===== src/hdl/ntea_pkg.sv =====
// Shared types and constants for the neighbour table with ETX ageing.
`default_nettype none
package ntea_pkg;

    localparam int MAX_ENTRIES_DEF = 8;
    localparam int ETX_WINDOW_DEF  = 4;
    localparam int ETX_SCALE_DEF   = 16;
    localparam int METRIC_MAX_DEF  = 255;
    localparam int ADDR_WIDTH_DEF  = 16;
    localparam logic [15:0] LIFETIME_RESET = 16'd120;

    typedef enum logic [2:0] {
        OP_ADD  = 3'd0,
        OP_UPM  = 3'd1,
        OP_UPE  = 3'd2,
        OP_TOE  = 3'd3,
        OP_REM  = 3'd4,
        OP_TICK = 3'd5,
        OP_GET  = 3'd6,
        OP_RSVD = 3'd7
    } op_t;

    typedef enum logic [2:0] {
        ST_IDLE,
        ST_SCAN1,
        ST_MODIFY,
        ST_SCAN2,
        ST_OUT
    } fsm_t;

    typedef struct packed {
        logic [2:0]  operation;
        logic [15:0] neighbor_addr;
        logic [7:0]  metric_in;
        logic [7:0]  etx_sample;
        logic [2:0]  position;
    } ntea_in_t;

    typedef struct packed {
        logic        hit;
        logic [15:0] entry_addr;
        logic [7:0]  entry_metric;
        logic [7:0]  entry_etx;
        logic        best_valid;
        logic [15:0] best_addr;
        logic [8:0]  best_cost;
        logic [3:0]  entry_count;
    } ntea_out_t;

endpackage
`default_nettype wire


===== src/hdl/neighbor_table_etx_aging.sv =====
// Neighbour table top level: slot records in one RAM, walked by a sequencer.
// A request is taken only in idle and then passes the first RAM walk, the
// write-back, the second RAM walk and the output load before m_valid; no new
// request is taken until the last result is loaded into the output register.
// Reset: all slots empty, entry count zero, lifetime 120; RAM contents are
// left as they are and only used for occupied slots.
`default_nettype none
module neighbor_table_etx_aging
    import ntea_pkg::*;
#(
    parameter int MAX_ENTRIES = MAX_ENTRIES_DEF,
    parameter int ETX_WINDOW  = ETX_WINDOW_DEF,
    parameter int ETX_SCALE   = ETX_SCALE_DEF,
    parameter int METRIC_MAX  = METRIC_MAX_DEF,
    parameter int ADDR_WIDTH  = ADDR_WIDTH_DEF
) (
    input  wire logic        aclk,
    input  wire logic        aresetn,
    input  wire logic        s_valid,
    output logic             s_ready,
    input  wire ntea_in_t    s_data,
    output logic             m_valid,
    input  wire logic        m_ready,
    output ntea_out_t        m_data,
    input  wire logic        cfg_wr_en,
    input  wire logic [15:0] cfg_wr_data
);

    localparam int IDX_W = $clog2(MAX_ENTRIES);
    localparam int CNT_W = $clog2(MAX_ENTRIES + 1);
    localparam int PTR_W = (ETX_WINDOW > 1) ? $clog2(ETX_WINDOW) : 1;
    localparam int SUM_W = 9 + $clog2(ETX_WINDOW);
    localparam int X_W   = SUM_W + 7;
    localparam int SH    = X_W + 4;
    localparam int M_W   = SH + 1;
    localparam int P_W   = X_W + M_W;
    localparam longint unsigned RECIP = ((64'd1 << SH) + ETX_WINDOW - 1) / ETX_WINDOW;
    localparam int CAP   = METRIC_MAX / ETX_SCALE;

    typedef struct packed {
        logic [ADDR_WIDTH-1:0]        addr;
        logic [7:0]                   metric;
        logic [15:0]                  age;
        logic [PTR_W-1:0]             ptr;
        logic [ETX_WINDOW-1:0][7:0]   ring;
    } rec_t;

    // scaled ring average, division by the window done by reciprocal
    function automatic logic [7:0] etx_of(input logic [ETX_WINDOW-1:0][7:0] ring);
        logic [SUM_W-1:0] sum;
        logic [X_W-1:0]   x;
        logic [P_W-1:0]   prod;
        sum = '0;
        for (int i = 0; i < ETX_WINDOW; i++) begin
            sum = sum + SUM_W'(ring[i]);
        end
        x    = X_W'(sum) * X_W'(ETX_SCALE);
        prod = P_W'(x) * P_W'(RECIP);
        return prod[SH+7:SH];
    endfunction

    function automatic logic [PTR_W-1:0] ptr_adv(input logic [PTR_W-1:0] p);
        return (p == PTR_W'(ETX_WINDOW - 1)) ? '0 : p + PTR_W'(1);
    endfunction

    rec_t mem [MAX_ENTRIES];
    rec_t rd_data_reg;

    fsm_t state_reg, state_next;
    ntea_in_t req_reg;
    logic [ADDR_WIDTH-1:0] key_reg;
    logic [15:0] lifetime_reg;
    logic [MAX_ENTRIES-1:0] valid_reg;
    logic [IDX_W-1:0] rank_reg [MAX_ENTRIES];
    logic [CNT_W-1:0] count_reg;

    logic [IDX_W:0]   iss_reg;
    logic             p_vld_reg;
    logic [IDX_W-1:0] p_idx_reg;

    logic             match_found_reg;
    logic [IDX_W-1:0] match_idx_reg;
    rec_t             tgt_rec_reg;
    logic             vic_found_reg;
    logic [IDX_W-1:0] vic_idx_reg;
    logic [IDX_W-1:0] vic_rank_reg;
    logic [7:0]       vic_m_reg, vic_e_reg;
    logic [15:0]      ent_addr_reg;
    logic [7:0]       ent_metric_reg, ent_etx_reg;
    logic             hit_reg;
    logic [IDX_W-1:0] tgt_idx_reg;
    logic             best_found_reg;
    logic [8:0]       best_cost_reg;
    logic [15:0]      best_addr_reg;
    logic [IDX_W-1:0] best_rank_reg;
    ntea_out_t        out_reg;
    logic             m_valid_reg;

    logic             rd_en;
    logic             p_slot_ok;
    logic             p_last;
    logic [IDX_W-1:0] sel_idx;
    logic [IDX_W-1:0] sel_rank;
    logic [7:0]       etx_p;
    logic [8:0]       cost_p;
    logic [15:0]      age_inc;
    logic             free_found;
    logic [IDX_W-1:0] free_idx;
    logic             wr_en;
    logic [IDX_W-1:0] wr_addr;
    rec_t             wr_data;
    rec_t             fill_rec;
    logic             rm_en;
    logic             add_new;
    logic             hit_mod;
    logic             is_match;
    logic             vic_better;
    logic [8:0]       toe_sum;

    assign s_ready = (state_reg == ST_IDLE);
    assign m_valid = m_valid_reg;
    assign m_data  = out_reg;

    assign rd_en  = ((state_reg == ST_SCAN1) || (state_reg == ST_SCAN2))
                    && (iss_reg < (IDX_W+1)'(MAX_ENTRIES));
    assign p_last = p_vld_reg && (p_idx_reg == IDX_W'(MAX_ENTRIES - 1));

    always_ff @(posedge aclk) begin
        if (rd_en) begin
            rd_data_reg <= mem[iss_reg[IDX_W-1:0]];
        end
        if (wr_en) begin
            mem[wr_addr] <= wr_data;
        end
    end

    always_comb begin
        p_slot_ok = p_vld_reg && valid_reg[p_idx_reg];
        sel_idx   = (state_reg == ST_MODIFY) ? match_idx_reg : p_idx_reg;
        sel_rank  = rank_reg[sel_idx];
        etx_p     = etx_of(rd_data_reg.ring);
        cost_p    = 9'(rd_data_reg.metric) + 9'(etx_p);
        age_inc   = rd_data_reg.age + 16'd1;

        free_found = 1'b0;
        free_idx   = '0;
        for (int t = MAX_ENTRIES - 1; t >= 0; t--) begin
            if (!valid_reg[t]) begin
                free_found = 1'b1;
                free_idx   = IDX_W'(t);
            end
        end

        if (req_reg.operation == OP_GET) begin
            is_match = (32'(sel_rank) == 32'(req_reg.position))
                       && (32'(req_reg.position) < 32'(count_reg));
        end else begin
            is_match = (rd_data_reg.addr == key_reg);
        end
        vic_better = ({rd_data_reg.metric, etx_p} > {vic_m_reg, vic_e_reg})
                     || (({rd_data_reg.metric, etx_p} == {vic_m_reg, vic_e_reg})
                         && vic_found_reg && (sel_rank < vic_rank_reg));

        fill_rec.addr   = key_reg;
        fill_rec.metric = req_reg.metric_in;
        fill_rec.age    = '0;
        fill_rec.ptr    = '0;
        for (int i = 0; i < ETX_WINDOW; i++) begin
            fill_rec.ring[i] = req_reg.etx_sample;
        end
        toe_sum = 9'(tgt_rec_reg.ring[tgt_rec_reg.ptr]) + 9'(req_reg.etx_sample);

        wr_en   = 1'b0;
        wr_addr = p_idx_reg;
        wr_data = rd_data_reg;
        rm_en   = 1'b0;
        add_new = 1'b0;
        hit_mod = 1'b0;

        if ((state_reg == ST_SCAN1) && (req_reg.operation == OP_TICK) && p_slot_ok
            && (rd_data_reg.age < lifetime_reg)) begin
            wr_en       = 1'b1;
            wr_data.age = age_inc;
            rm_en       = (age_inc == lifetime_reg);
        end

        if (state_reg == ST_MODIFY) begin
            wr_addr = match_idx_reg;
            wr_data = tgt_rec_reg;
            unique case (req_reg.operation)
                OP_ADD: begin
                    wr_data = fill_rec;
                    if (match_found_reg) begin
                        wr_en   = 1'b1;
                        hit_mod = 1'b1;
                    end else if (free_found) begin
                        wr_en   = 1'b1;
                        wr_addr = free_idx;
                        add_new = 1'b1;
                        hit_mod = 1'b1;
                    end else if (vic_found_reg) begin
                        wr_en   = 1'b1;
                        wr_addr = vic_idx_reg;
                        hit_mod = 1'b1;
                    end
                end
                OP_UPM: begin
                    wr_data.metric = req_reg.metric_in;
                    wr_data.age    = '0;
                    wr_en          = match_found_reg;
                    hit_mod        = match_found_reg;
                end
                OP_UPE: begin
                    wr_data.ring[tgt_rec_reg.ptr] = req_reg.etx_sample;
                    wr_data.ptr = ptr_adv(tgt_rec_reg.ptr);
                    wr_data.age = '0;
                    wr_en       = match_found_reg;
                    hit_mod     = match_found_reg;
                end
                OP_TOE: begin
                    // sample accumulates in the current cell, capped
                    wr_data.ring[tgt_rec_reg.ptr] = (toe_sum > 9'(CAP)) ? 8'(CAP)
                                                                        : toe_sum[7:0];
                    wr_data.ptr = ptr_adv(tgt_rec_reg.ptr);
                    wr_en       = match_found_reg;
                    hit_mod     = match_found_reg;
                end
                OP_REM: begin
                    rm_en   = match_found_reg;
                    hit_mod = match_found_reg;
                end
                OP_GET: begin
                    hit_mod = match_found_reg;
                end
                default: begin
                    hit_mod = 1'b0;
                end
            endcase
        end
    end

    always_comb begin
        state_next = state_reg;
        unique case (state_reg)
            ST_IDLE:   if (s_valid) state_next = ST_SCAN1;
            ST_SCAN1:  if (p_last) state_next = ST_MODIFY;
            ST_MODIFY: state_next = ST_SCAN2;
            ST_SCAN2:  if (p_last) state_next = ST_OUT;
            ST_OUT:    if (!m_valid_reg || m_ready) state_next = ST_IDLE;
            default:   state_next = ST_IDLE;
        endcase
    end

    always_ff @(posedge aclk) begin
        if (!aresetn) begin
            state_reg    <= ST_IDLE;
            valid_reg    <= '0;
            count_reg    <= '0;
            lifetime_reg <= LIFETIME_RESET;
            m_valid_reg  <= 1'b0;
            p_vld_reg    <= 1'b0;
            iss_reg      <= '0;
        end else begin
            state_reg <= state_next;
            if (cfg_wr_en) begin
                lifetime_reg <= cfg_wr_data;
            end

            if (rm_en) begin
                for (int t = 0; t < MAX_ENTRIES; t++) begin
                    if (valid_reg[t] && (rank_reg[t] > sel_rank)) begin
                        rank_reg[t] <= rank_reg[t] - IDX_W'(1);
                    end
                end
                valid_reg[sel_idx] <= 1'b0;
                count_reg          <= count_reg - CNT_W'(1);
            end else if (add_new) begin
                valid_reg[free_idx] <= 1'b1;
                rank_reg[free_idx]  <= IDX_W'(count_reg);
                count_reg           <= count_reg + CNT_W'(1);
            end

            if ((state_reg == ST_IDLE) || (state_reg == ST_MODIFY)) begin
                iss_reg   <= '0;
                p_vld_reg <= 1'b0;
            end else if (rd_en) begin
                iss_reg   <= iss_reg + (IDX_W+1)'(1);
                p_idx_reg <= iss_reg[IDX_W-1:0];
                p_vld_reg <= 1'b1;
            end else begin
                p_vld_reg <= 1'b0;
            end

            if ((state_reg == ST_OUT) && (!m_valid_reg || m_ready)) begin
                m_valid_reg <= 1'b1;
            end else if (m_ready) begin
                m_valid_reg <= 1'b0;
            end
        end
    end

    // payload side of the sequencer
    always_ff @(posedge aclk) begin
        unique case (state_reg)
            ST_IDLE: begin
                req_reg         <= s_data;
                key_reg         <= ADDR_WIDTH'(64'(s_data.neighbor_addr));
                match_found_reg <= 1'b0;
                match_idx_reg   <= '0;
                vic_found_reg   <= 1'b0;
                vic_m_reg       <= '0;
                vic_e_reg       <= '0;
                best_found_reg  <= 1'b0;
                best_cost_reg   <= 9'(METRIC_MAX);
                best_addr_reg   <= '0;
                ent_addr_reg    <= '0;
                ent_metric_reg  <= '0;
                ent_etx_reg     <= '0;
            end
            ST_SCAN1: begin
                if (p_slot_ok && (req_reg.operation != OP_TICK)) begin
                    if (is_match) begin
                        match_found_reg <= 1'b1;
                        match_idx_reg   <= p_idx_reg;
                        tgt_rec_reg     <= rd_data_reg;
                        ent_addr_reg    <= 16'(64'(rd_data_reg.addr));
                        ent_metric_reg  <= rd_data_reg.metric;
                        ent_etx_reg     <= etx_p;
                    end
                    if (vic_better) begin
                        vic_found_reg <= 1'b1;
                        vic_idx_reg   <= p_idx_reg;
                        vic_rank_reg  <= sel_rank;
                        vic_m_reg     <= rd_data_reg.metric;
                        vic_e_reg     <= etx_p;
                    end
                end
            end
            ST_MODIFY: begin
                hit_reg     <= hit_mod;
                tgt_idx_reg <= wr_addr;
            end
            ST_SCAN2: begin
                if (p_slot_ok) begin
                    if ((cost_p < best_cost_reg)
                        || ((cost_p == best_cost_reg) && best_found_reg
                            && (sel_rank < best_rank_reg))) begin
                        best_found_reg <= 1'b1;
                        best_cost_reg  <= cost_p;
                        best_addr_reg  <= 16'(64'(rd_data_reg.addr));
                        best_rank_reg  <= sel_rank;
                    end
                    if (hit_reg && (req_reg.operation != OP_REM)
                        && (p_idx_reg == tgt_idx_reg)) begin
                        ent_addr_reg   <= 16'(64'(rd_data_reg.addr));
                        ent_metric_reg <= rd_data_reg.metric;
                        ent_etx_reg    <= etx_p;
                    end
                end
            end
            ST_OUT: begin
                if (!m_valid_reg || m_ready) begin
                    out_reg.hit          <= hit_reg;
                    out_reg.entry_addr   <= hit_reg ? ent_addr_reg : '0;
                    out_reg.entry_metric <= hit_reg ? ent_metric_reg : '0;
                    out_reg.entry_etx    <= hit_reg ? ent_etx_reg : '0;
                    out_reg.best_valid   <= best_found_reg;
                    out_reg.best_addr    <= best_found_reg ? best_addr_reg : '0;
                    out_reg.best_cost    <= best_found_reg ? best_cost_reg : '0;
                    out_reg.entry_count  <= 4'(32'(count_reg));
                end
            end
            default: begin
            end
        endcase
    end

endmodule
`default_nettype wire


===== config.mk =====
export PLATFORM = sky130hd
export DESIGN_NAME = neighbor_table_etx_aging
export DESIGN_NICKNAME = d
export VERILOG_FILES = /design/src/hdl/ntea_pkg.sv /design/src/hdl/neighbor_table_etx_aging.sv
export SDC_FILE = /design/constraint.sdc
export NUM_CORES = 1
export LEC_CHECK = 0
export ABC_CLOCK_PERIOD_IN_PS = 13000
export BUFFER_PORTS_ARGS = -buffer_cell sky130_fd_sc_hd__clkbuf_2
export CAP_MARGIN = 20
export CORE_MARGIN = 3
export CORE_UTILIZATION = 23
export CTS_BUF_LIST = sky130_fd_sc_hd__clkbuf_16
export CTS_CLUSTER_SIZE = 8
export DETAILED_ROUTE_END_ITERATION = 10
export PLACE_DENSITY = 0.36
export SLEW_MARGIN = 20
export SYNTH_ARGS = -nofsm -noshare
export SYNTH_HDL_FRONTEND = slang
export SYNTH_SLANG_ARGS = --single-unit

===== constraint.sdc =====
create_clock -name aclk -period 13 [get_ports aclk]
set_input_delay 0 -clock aclk [delete_from_list [all_inputs] [get_ports aclk]]
set_output_delay 0 -clock aclk [all_outputs]
set_load 0.1 [all_outputs]

Word level (Yosys, flattened, before mapping)

Memory sizes are Yosys's and may differ from the RTL's. A register that Yosys moved wholly into a read port is not among the register bits.
Index checks and enable logic that the tools add are counted.

Output and inout port bits: 65
Memories kept: 2
Input bits: 59
RAM bits: 616
Bits in registers: 307

Memory list:

| memory   | depth | width | read ports | clocked after Yosys merged registers in | wr ports | line                           | source |
|---|---|---|---|---|---|---|---|
| mem      | 8     | 74    | 1          | 1                                       | 1        | neighbor_table_etx_aging.sv:66 | `rec_t mem [MAX_ENTRIES];` |
| rank_reg | 8     | 3     | 9          | 0                                       | 8        | neighbor_table_etx_aging.sv:74 | `logic [IDX_W-1:0] rank_reg [MAX_ENTRIES];` |

$add $sub $neg: 18
Equality and inequality tests: 30
Reduce and logical (&&, ||, !) cells: 55
Mux-type cells: 152
$lt $le $gt $ge: 23
Bitwise logic cells: 5

Operator list:

| operator              | count |
|---|---|
| $mux 16               | 9 |
| $mux 8                | 18 |
| $pmux 34 s3           | 1 |
| $mux 1                | 75 |
| $mux 74               | 1 |
| $mux 3                | 22 |
| $bwmux 32             | 2 |
| $eq 16x16->1          | 3 |
| $pmux 16 s3           | 1 |
| $pmux 8 s3            | 2 |
| $pmux 16 s2           | 1 |
| $pmux 8 s2            | 2 |
| $logic_and 1x1->1     | 26 |
| $gt 3x3->1            | 8 |
| $sub 3x1->3 const B   | 8 |
| $reduce_and 3->1      | 7 |
| $add 6x6->6           | 3 |
| $add 8x8->9           | 2 |
| $mux 9                | 2 |
| $pmux 9 s2            | 1 |
| $add 16x1->16 const B | 1 |
| $bmux 8 s2            | 1 |
| $demux 8 s2           | 1 |
| $gt 16x16->1          | 1 |
| 44 further kinds      | 85 |

Depth between registers and ports, before layout

Gate-level depths: netlist of run 1.

Depth after elaboration: 18
Gate-level depth with buffers: 19
Gate-level depth less buffers: 19

Worst setup path before layout of run 1

OpenSTA, ideal clock, no wires.

Path kind: register to register
From: register m_valid_reg, in the netlist m_valid
To: register out_reg (netlist bit m_data[0]), enable pin
Setup slack: 5.641 ns
Arrival: 6.729 ns
Period minus slack after synthesis: 7.359 ns
Stages on the path, launching flop included: 3
Library setup time: 0.630 ns
Buffers on the path: 0
Path through: dfxtp_1 -> nor2b_1 -> nor4_1

Word-level cells in the longest chain between the ends: 3

Ends and longest elaborated chain:

| what                              | line                            | source |
|---|---|---|
| start: declaration                | neighbor_table_etx_aging.sv:97  | `logic m_valid_reg;` |
| start signal: assignment          | neighbor_table_etx_aging.sv:260 | `m_valid_reg <= 1'b0;` |
| start signal: assignment          | neighbor_table_etx_aging.sv:295 | `m_valid_reg <= 1'b1;` |
| start signal: assignment          | neighbor_table_etx_aging.sv:297 | `m_valid_reg <= 1'b0;` |
| $logic_not 1->1                   | neighbor_table_etx_aging.sv:362 | `if (!m_valid_reg \|\| m_ready) begin` |
| $logic_or 1x1->1                  | neighbor_table_etx_aging.sv:362 |  |
| $reduce_and 2->1 (no source line) | --                              |  |
| end: declaration                  | neighbor_table_etx_aging.sv:96  | `ntea_out_t out_reg;` |

Every way passes these cells.
A chain may end at the register's enable or synchronous reset.

Worst setup path in the final report of run 1

From: register state_reg[1]
To: register tgt_rec_reg[35] (netlist bit), enable pin

Word-level cells in the longest chain between the ends: 7

Ends and longest elaborated chain:

| what                              | line                            | source |
|---|---|---|
| start: declaration                | neighbor_table_etx_aging.sv:69  | `fsm_t state_reg, state_next;` |
| start signal: assignment          | neighbor_table_etx_aging.sv:264 | `state_reg <= state_next;` |
| $eq 3x2->1                        | neighbor_table_etx_aging.sv:139 | `sel_idx = (state_reg == ST_MODIFY) ? match_idx_reg : p_idx_reg;` |
| $mux 3                            | neighbor_table_etx_aging.sv:139 |  |
| $mem_v2 8x3                       | --                              |  |
| via sel_rank[0]                   | neighbor_table_etx_aging.sv:103 | `logic [IDX_W-1:0] sel_rank;` |
| $eq 3x3->1                        | neighbor_table_etx_aging.sv:155 | `is_match = (32'(sel_rank) == 32'(req_reg.position))` |
| $logic_and 1x1->1                 | neighbor_table_etx_aging.sv:156 | `&& (32'(req_reg.position) < 32'(count_reg));` |
| $mux 1                            | neighbor_table_etx_aging.sv:154 | `if (req_reg.operation == OP_GET) begin` |
| $reduce_and 3->1 (no source line) | --                              |  |
| end signal: assignment            | neighbor_table_etx_aging.sv:325 | `tgt_rec_reg <= rd_data_reg;` |
| end: declaration                  | neighbor_table_etx_aging.sv:83  | `rec_t tgt_rec_reg;` |

The timed path passes the listed nets, and every way through them passes these cells.

==> results of run 1 <==
==> cell type report <==
cell class,count,area (um2)
fillers,18500,132000
flip-flops and latches,991,29400
multi-input cells,1395,12300
clock buffers,150,3750
well taps,2464,3080
repair buffers,300,2290
inverters,119,452
clock inverters,40,216
diodes,2,5.00
==> critical path, cell delays in order (launching register included) <==
cell and delay, ns:
sky130_fd_sc_hd__dfxtp_1 0.80, sky130_fd_sc_hd__or3b_4 0.67, sky130_fd_sc_hd__inv_6 0.48, sky130_fd_sc_hd__mux2i_1 0.68
sky130_fd_sc_hd__nor3_1 0.16, sky130_fd_sc_hd__a2111oi_2 0.35, sky130_fd_sc_hd__and2_1 0.58, sky130_fd_sc_hd__xor2_1 0.15
sky130_fd_sc_hd__o31a_2 0.44, sky130_fd_sc_hd__nor2_4 0.57, sky130_fd_sc_hd__buf_4 0.85
==> per-stage QoR <==
step | total power, mW | hold slack [ns]
5_1_grt | 9.36 | 0.00676
3_3_place_gp | 5.56 | 0.178
6_report | 8.89 | 0.0481
2_1_floorplan | 5.02 | 0.0989
3_5_place_dp | 5.58 | 0.179
4_1_cts | 9.06 | 0.00136
==> worst paths after layout <==
kind / from / endpoint / slack (ns) / cells after the start
hold reg to reg: rd_data_reg[6]$_DFFE_PP_ / tgt_rec_reg[6]$_DFFE_PP_ / 0.45 / 0
setup reg to reg: state_reg[1]$_SDFFE_PN0P_ / tgt_rec_reg[35]$_DFFE_PP_ / 6.76 / 10
hold / removal: s_data[6] / fill_rec[3]$_DFFE_PP_ / 0.05 / 2
setup / recovery: state_reg[1]$_SDFFE_PN0P_ / tgt_rec_reg[35]$_DFFE_PP_ / 6.76 / 10
==> layout by cell type, fill, tap and decap left out, types with 18 or more instances in the layout <==
cell type                         n
sky130_fd_sc_hd__edfxtp_1       954
sky130_fd_sc_hd__o21a_1          24
sky130_fd_sc_hd__mux2i_1         62
sky130_fd_sc_hd__a221oi_1        18
sky130_fd_sc_hd__buf_4           46
sky130_fd_sc_hd__nor2_1         125
sky130_fd_sc_hd__nand2_1        127
sky130_fd_sc_hd__clkbuf_2       121
sky130_fd_sc_hd__ha_1           104
sky130_fd_sc_hd__nand3_1         30
sky130_fd_sc_hd__and3_1          23
sky130_fd_sc_hd__dfxtp_1         34
sky130_fd_sc_hd__inv_1          147
sky130_fd_sc_hd__nand4_1         27
sky130_fd_sc_hd__mux2_2          76
sky130_fd_sc_hd__and2_1          95
sky130_fd_sc_hd__nor3_1          34
sky130_fd_sc_hd__mux4_2         156
sky130_fd_sc_hd__clkbuf_16      150
sky130_fd_sc_hd__xor2_1          32
sky130_fd_sc_hd__nand2b_1        26
sky130_fd_sc_hd__nor2b_1         32
sky130_fd_sc_hd__dlygate4sd3_1  128
sky130_fd_sc_hd__o21ai_0        103
sky130_fd_sc_hd__a21oi_1         87
sky130_fd_sc_hd__xnor2_1         41
==> cells by family after synthesis <==
logic type	Yosys count	synth area share [%]
other cells	1	0.00882
buf+inv	240	2.23
fa+ha+maj	117	3.67
xor+xnor	73	1.50
compound gates	340	4.99
simple gates	568	6.69
flops	991	69.1
mux	295	11.8
==> power groups by stage <==
stage	clock [mW]	combinational (mW)	sequential, mW
2_1_floorplan	0	1.02	4.01
3_3_place_gp	0	1.47	4.09
3_5_place_dp	0	1.49	4.08
4_1_cts	3.51	1.53	4.02
5_1_grt	3.64	1.69	4.04
6_report	3.37	1.50	4.01
==> metal layers <==
| metal | up-vias | share of wire, % | global-route usage (%) |
|---|---|---|---|
| li1 | 10800 | - | - |
| met2 | 539 | 49 | 21.3 |
| met5 | - | 0 | 0 |
| met4 | 0 | 3.4 | 5.01 |
| met1 | 12300 | 44 | 16.5 |
| met3 | 197 | 4.0 | 2.57 |
==> impl_metrics.prom, run 1 <==
# TYPE chip_impl_metric gauge
chip_impl_info{name="status",value="complete, no violations"} 1
chip_impl_metric{name="timing.final.hold_violations",unit=""} 0
chip_impl_metric{name="path_max_fanout",unit=""} 57
chip_impl_metric{name="cts_buffer_count",unit=""} 143
chip_impl_metric{name="max_transition_viols_final",unit=""} 0
chip_impl_metric{name="ys_ff_latch",unit=""} 991
chip_impl_metric{name="pwr_density_cell",unit="nW/um2"} 173
chip_impl_metric{name="io_pins",unit=""} 124
chip_impl_metric{name="drv_cap",unit=""} 0
chip_impl_metric{name="worst_slew_pin_slew",unit="ns"} 1.09
chip_impl_metric{name="layout-drive-gt1-share",unit="%"} 19.8
chip_impl_metric{name="ir_worst_vdd",unit="mV"} 0.0857
chip_impl_metric{name="p_sw",unit="mW"} 2.42
chip_impl_metric{name="synth.cell_area",unit="um2"} 42500
chip_impl_metric{name="port_buf_inserts",unit=""} 121
chip_impl_metric{name="synthToLayoutAreaGrowth",unit="%"} 21.1
chip_impl_metric{name="die_span_x",unit="um"} 436
chip_impl_metric{name="cellLeakagePower",unit="nW"} 17.2
chip_impl_metric{name="globalRouteTotalUtil",unit="%"} 12.9
chip_impl_metric{name="number_of_distinct_library_cells_after_synthesis",unit=""} 69
chip_impl_metric{name="final_core_utilization",unit="%"} 28.1
chip_impl_metric{name="power_frac_clock",unit="%"} 38.0
chip_impl_metric{name="ctsLongestPathBuffers",unit=""} 3
chip_impl_metric{name="worstPathArrival",unit="ns"} 6.59
chip_impl_metric{name="hpwlAfterDp",unit="um"} 75200
chip_impl_metric{name="detailedRoute.firstPassIterationCount",unit=""} 5
chip_impl_info{name="yosys.cell_count.top_type",value="sky130_fd_sc_hd__edfxtp_1"} 1
chip_impl_metric{name="finalSetupTns",unit="ns"} 0
chip_impl_metric{name="final_critical_path_setup_slack",unit="ns"} 6.76
chip_impl_metric{name="count_of_flip_flops_with_a_built_in_enable_after_synthesis",unit=""} 954
chip_impl_metric{name="num_rows",unit=""} 157
chip_impl_metric{name="detail_route.drc_violations",unit=""} 0
chip_impl_metric{name="timing.fmax",unit="MHz"} 160
chip_impl_metric{name="period_share",unit="%"} 48.0
chip_impl_metric{name="drt-total-wl",unit="um"} 122000
chip_impl_metric{name="dpl_cell_area",unit="um2"} 46200
chip_impl_metric{name="die_h",unit="um"} 436
chip_impl_metric{name="placed_cells",unit=""} 5140
chip_impl_metric{name="power_frac_seq",unit="%"} 45.2
chip_impl_metric{name="antenna_violating_nets_post_route",unit=""} 0
chip_impl_metric{name="post_cts_resized",unit=""} 0
chip_impl_metric{name="fin_worst_skew",unit="ns"} 0.0422
chip_impl_info{name="hold_path.class",value="input port to flop"} 1
chip_impl_metric{name="initial_utilization",unit="%"} 23.2
chip_impl_metric{name="ys_async_sr_fraction",unit="%"} 0
chip_impl_metric{name="p_comb_share",unit="%"} 16.9
chip_impl_metric{name="power.internal",unit="mW"} 6.47
chip_impl_metric{name="pre_cts_slack",unit="ns"} 6.47
chip_impl_info{name="category_of_the_worst_setup_path_launch_point",value="flop"} 1
chip_impl_metric{name="worstSkewPairLatency",unit="ns"} 0.76
chip_impl_metric{name="final_setup_viols",unit=""} 0
chip_impl_metric{name="htreeDepth",unit=""} 4
chip_impl_metric{name="synth_top_area_share",unit="%"} 67.4
chip_impl_metric{name="clkSinkCount",unit=""} 991
chip_impl_metric{name="wl_per_cell",unit="um"} 22.3
chip_impl_info{name="tritoncts",value="yes"} 1
chip_impl_info{name="synth.top_cells.by_count",value="sky130_fd_sc_hd__edfxtp_1 (954), sky130_fd_sc_hd__mux4_2 (156), sky130_fd_sc_hd__nor2_1 (136), sky130_fd_sc_hd__nand2_1 (127), sky130_fd_sc_hd__inv_1 (117)"} 1
chip_impl_info{name="root_buffer",value="sky130_fd_sc_hd__clkbuf_16"} 1
chip_impl_metric{name="initialDrtViolationCount",unit=""} 1460
chip_impl_metric{name="swShare",unit="%"} 27.3
chip_impl_metric{name="yosys_warnings",unit=""} 0
chip_impl_metric{name="gp_congestion",unit=""} 0.824
chip_impl_info{name="kind_of_capture_point_of_the_worst_setup_path",value="flop"} 1
chip_impl_metric{name="cts.hold.buffers_added",unit=""} 128
chip_impl_info{name="crit_type",value="flop to flop"} 1
chip_impl_metric{name="route.vias.total",unit=""} 23800
chip_impl_metric{name="slew_headroom",unit="%"} 26.5
chip_impl_metric{name="maximum_number_of_pins_on_one_net_before_global_route_repair",unit=""} 65
chip_impl_info{name="grt_setup_unrepaired",value="no"} 1
chip_impl_metric{name="largest_reg_flops",unit=""} 592
chip_impl_info{name="synth_largest_area_cell",value="sky130_fd_sc_hd__edfxtp_1"} 1
chip_impl_metric{name="core_region",unit="um2"} 183000
chip_impl_metric{name="final_area",unit="um2"} 51500
chip_impl_metric{name="grt.overflow.total",unit=""} 0
chip_impl_metric{name="antenna_found_initial",unit=""} 3
chip_impl_metric{name="yosysSeqAreaShare",unit="%"} 69.1
chip_impl_metric{name="routed_via_density",unit=""} 4.36
chip_impl_info{name="synthFlopType",value="sky130_fd_sc_hd__edfxtp_1"} 1
chip_impl_metric{name="post_cts.repair.setup_buffers",unit=""} 0
chip_impl_metric{name="finalCriticalPeriod",unit="ns"} 6.24
chip_impl_metric{name="grt_pass1_vias",unit=""} 25700
chip_impl_metric{name="finish.cell_count_without_fillers",unit=""} 5461
chip_impl_metric{name="final_net_count",unit=""} 3126
chip_impl_metric{name="timing.critical_path.required",unit="ns"} 13.36
chip_impl_metric{name="clkTransAtPathRegs",unit="ns"} 0.05
chip_impl_metric{name="grt_first_pass_wirelength",unit="um"} 180000
chip_impl_metric{name="post_synth.cell_area_avg",unit="um2"} 16.2
chip_impl_metric{name="postSynthCellCount",unit=""} 2625
chip_impl_metric{name="die_outline_area",unit="um2"} 190000
chip_impl_info{name="synth.top_cells.by_area",value="sky130_fd_sc_hd__edfxtp_1 (67%), sky130_fd_sc_hd__mux4_2 (8.3%), sky130_fd_sc_hd__ha_1 (3.1%), sky130_fd_sc_hd__mux2_2 (2.0%), sky130_fd_sc_hd__dfxtp_1 (1.7%)"} 1
Note: power is estimated with default switching activity, not from simulation.
==> inputs of run 2 (changes only) <==
--- a/config.mk
+++ b/config.mk
@@ -5,7 +5,7 @@
 export SDC_FILE = /design/constraint.sdc
 export NUM_CORES = 1
 export LEC_CHECK = 0
-export ABC_CLOCK_PERIOD_IN_PS = 13000
+export ABC_CLOCK_PERIOD_IN_PS = 5000
 export BUFFER_PORTS_ARGS = -buffer_cell sky130_fd_sc_hd__clkbuf_2
 export CAP_MARGIN = 20
 export CORE_MARGIN = 3
@@ -13,7 +13,7 @@
 export CTS_BUF_LIST = sky130_fd_sc_hd__clkbuf_16
 export CTS_CLUSTER_SIZE = 8
 export DETAILED_ROUTE_END_ITERATION = 10
-export PLACE_DENSITY = 0.36
+export PLACE_DENSITY = 0.37
 export SLEW_MARGIN = 20
 export SYNTH_ARGS = -nofsm -noshare
 export SYNTH_HDL_FRONTEND = slang
==> constraint.sdc (replaced) <==
create_clock -name aclk -period 5 [get_ports aclk]
set_input_delay 0 -clock aclk [delete_from_list [all_inputs] [get_ports aclk]]
set_output_delay 0 -clock aclk [all_outputs]
set_load 0.1 [all_outputs]
==> impl_metrics.prom, run 2 (synthesis gave the netlist of run 1 again) <==
# TYPE chip_impl_metric gauge
chip_impl_metric{name="fill_cells",unit=""} 18400
chip_impl_info{name="cpMaxStageDelayCell",value="sky130_fd_sc_hd__fa_1"} 1
chip_impl_info{name="kind_of_capture_point_of_the_worst_setup_path",value="flop"} 1
chip_impl_info{name="root_buffer",value="sky130_fd_sc_hd__clkbuf_16"} 1
chip_impl_metric{name="final_setup_viols",unit=""} 26
chip_impl_info{name="hold_path.class",value="input port to flop"} 1
chip_impl_metric{name="detail_route.drc_violations",unit=""} 0
chip_impl_metric{name="antenna_found_initial",unit=""} 4
chip_impl_metric{name="gp_congestion",unit=""} 0.798
chip_impl_info{name="grt_setup_unrepaired",value="yes"} 1
chip_impl_metric{name="worst_slew_pin_slew",unit="ns"} 1.13
chip_impl_metric{name="power_frac_clock",unit="%"} 36.1
chip_impl_metric{name="pwr_density_cell",unit="nW/um2"} 458
chip_impl_info{name="final_common_cell",value="sky130_fd_sc_hd__edfxtp_1"} 1
chip_impl_metric{name="die_span_x",unit="um"} 436
chip_impl_metric{name="clkSinkCount",unit=""} 991
chip_impl_metric{name="ctsLongestPathBuffers",unit=""} 3
chip_impl_metric{name="worstPathArrival",unit="ns"} 5.66
chip_impl_metric{name="final_critical_path_setup_slack",unit="ns"} -0.212
chip_impl_metric{name="detailedRoute.firstPassIterationCount",unit=""} 5
chip_impl_metric{name="port_buf_inserts",unit=""} 121
chip_impl_metric{name="io_pins",unit=""} 124
chip_impl_metric{name="ir_worst_vdd",unit="mV"} 0.325
chip_impl_metric{name="path_max_fanout",unit=""} 7
chip_impl_metric{name="grt_pass1_vias",unit=""} 26100
chip_impl_metric{name="largest_reg_flops",unit=""} 592
chip_impl_metric{name="dpl_cell_area",unit="um2"} 46900
chip_impl_metric{name="initial_utilization",unit="%"} 23.2
chip_impl_metric{name="antenna_violating_nets_post_route",unit=""} 0
chip_impl_metric{name="final_core_utilization",unit="%"} 28.5
chip_impl_info{name="category_of_the_worst_setup_path_launch_point",value="flop"} 1
chip_impl_info{name="final_cell_mix",value="sky130_fd_sc_hd__edfxtp_1 (954), sky130_fd_sc_hd__mux4_2 (156), sky130_fd_sc_hd__clkbuf_16 (145)"} 1
chip_impl_metric{name="num_rows",unit=""} 157
chip_impl_metric{name="grt.overflow.total",unit=""} 0
chip_impl_metric{name="p_comb_share",unit="%"} 20.2
chip_impl_metric{name="total_power",unit="mW"} 23.9
chip_impl_metric{name="die_h",unit="um"} 436
chip_impl_metric{name="layout-drive-gt1-share",unit="%"} 22.4
chip_impl_metric{name="final_net_count",unit=""} 3173
chip_impl_metric{name="final_area",unit="um2"} 52200
chip_impl_info{name="tritoncts",value="yes"} 1
chip_impl_metric{name="timing.critical_path.required",unit="ns"} 5.45
chip_impl_metric{name="grt_first_pass_wirelength",unit="um"} 181000
chip_impl_metric{name="period_share",unit="%"} 104
chip_impl_metric{name="drt-total-wl",unit="um"} 123000
chip_impl_info{name="timing.critical_path.max_delay_family",value="adder cells"} 1
chip_impl_info{name="failed_checks",value="setup timing"} 1
chip_impl_metric{name="clkTransAtPathRegs",unit="ns"} 0.05
chip_impl_metric{name="cellLeakagePower",unit="nW"} 17.5
chip_impl_metric{name="timing.fmax",unit="MHz"} 192
chip_impl_metric{name="synthToLayoutAreaGrowth",unit="%"} 22.8
chip_impl_metric{name="fin_worst_skew",unit="ns"} 0.0313
chip_impl_info{name="cp_cell_sequence",value="inv_2 -> fa_1 -> inv_2 -> fa_1 -> ha_4 -> fa_2 -> buf_6 -> xnor2_2 -> buf_4 -> inv_4 -> ha_4 -> inv_4 -> o21bai_4 -> a21oi_2 -> xnor2_2 -> ha_1 -> buf_4 -> nand4_1 -> nor3_2 -> o21ai_1 -> a311oi_2 -> or2_4 -> buf_12 -> buf_12"} 1
chip_impl_metric{name="globalRouteTotalUtil",unit="%"} 12.9
chip_impl_info{name="status",value="finished, violations left"} 1
chip_impl_metric{name="htreeDepth",unit=""} 4
chip_impl_metric{name="power_frac_seq",unit="%"} 43.7
chip_impl_metric{name="worst-path-buf-inv",unit=""} 9
chip_impl_metric{name="placed_cells",unit=""} 5191
chip_impl_metric{name="initialDrtViolationCount",unit=""} 1585
chip_impl_metric{name="finish.cell_count_without_fillers",unit=""} 5500
chip_impl_metric{name="route.vias.total",unit=""} 24000
chip_impl_metric{name="power.internal",unit="mW"} 17.2
chip_impl_metric{name="worstSkewPairLatency",unit="ns"} 0.75
chip_impl_metric{name="core_region",unit="um2"} 183000
chip_impl_metric{name="die_outline_area",unit="um2"} 190000
chip_impl_metric{name="maximum_number_of_pins_on_one_net_before_global_route_repair",unit=""} 76
chip_impl_metric{name="timing.final.hold_violations",unit=""} 0
chip_impl_metric{name="slew_headroom",unit="%"} 23.7
chip_impl_metric{name="swShare",unit="%"} 28.1
chip_impl_metric{name="finalSetupTns",unit="ns"} -4.52
chip_impl_metric{name="critPathMaxStageDelay",unit="ns"} 0.59
chip_impl_metric{name="routed_via_density",unit=""} 4.35
chip_impl_metric{name="cts_buffer_count",unit=""} 143
chip_impl_metric{name="p_sw",unit="mW"} 6.72
chip_impl_metric{name="wl_per_cell",unit="um"} 22.3
chip_impl_info{name="crit_type",value="flop to flop"} 1
chip_impl_metric{name="drv_cap",unit=""} 0
chip_impl_metric{name="finalCriticalPeriod",unit="ns"} 5.21
chip_impl_metric{name="hpwlAfterDp",unit="um"} 77700
chip_impl_metric{name="max_transition_viols_final",unit=""} 0
## run 2: area by class of cell
cell class / count / area [um2] / area share, %
Timing Repair Buffer: 347 / 2930 / 5.62
Inverter: 119 / 457 / 0.874
Sequential cell: 991 / 29400 / 56.3
Clock buffer: 145 / 3630 / 6.95
Multi-Input combinational cell: 1395 / 12500 / 23.8
Tap cell: 2464 / 3080 / 5.90
Clock inverter: 38 / 273 / 0.522
Antenna cell: 1 / 2.50 / 0.00479
## run 2: power groups by stage
stage / Clock [mW] / Combinational, mW / Sequential (mW)
2_1_floorplan: 0 / 2.64 / 10.4
3_3_place_gp: 0 / 4.25 / 10.6
3_5_place_dp: 0 / 4.32 / 10.7
6_report: 8.64 / 4.83 / 10.5
4_1_cts: 8.98 / 4.71 / 10.5
5_1_grt: 9.32 / 5.32 / 10.5
## run 2: what timing repair did
item | 4_1_cts | 5_1_grt
hold buffers | 115 | 0
resized for setup | 22 | 13
setup endpoints to repair | 29 | 29
pin swaps | 13 | 15
hold endpoints to repair | 71 | 0
setup buffers | 8 | 2
cloned | 3 | 0
## run 2: metrics by stage
stage | worst slack (ns) | hold slack [ns]
floorplan | -0.877 | 0.0989
global route | -0.400 | 0.0122
global placement | -0.368 | 0.180
CTS | -0.254 | 0.00714
detailed placement | -0.354 | 0.180
finish | -0.212 | 0.0430
## run 2: metal layers
layer,vias up,part of all wire [%],track usage [%]
met5,-,0,0
met4,0,2.5,3.98
met3,184,4.3,2.44
met2,492,50,22.1
met1,12400,44,16.4
li1,10800,-,-
## run 2: final timing paths
check | depth (start not counted) | slack [ns] | endpoint | start
max reg2reg | 24 | -0.21 | best_addr_reg[11]$_SDFFCE_PN0P_ | rd_data_reg[1]$_DFFE_PP_
min reg2reg | 0 | 0.45 | tgt_rec_reg[4]$_DFFE_PP_ | rd_data_reg[4]$_DFFE_PP_
min | 2 | 0.04 | req_reg[35]$_DFFE_PP_ | s_data[35]
max | 24 | -0.21 | best_addr_reg[11]$_SDFFCE_PN0P_ | rd_data_reg[1]$_DFFE_PP_
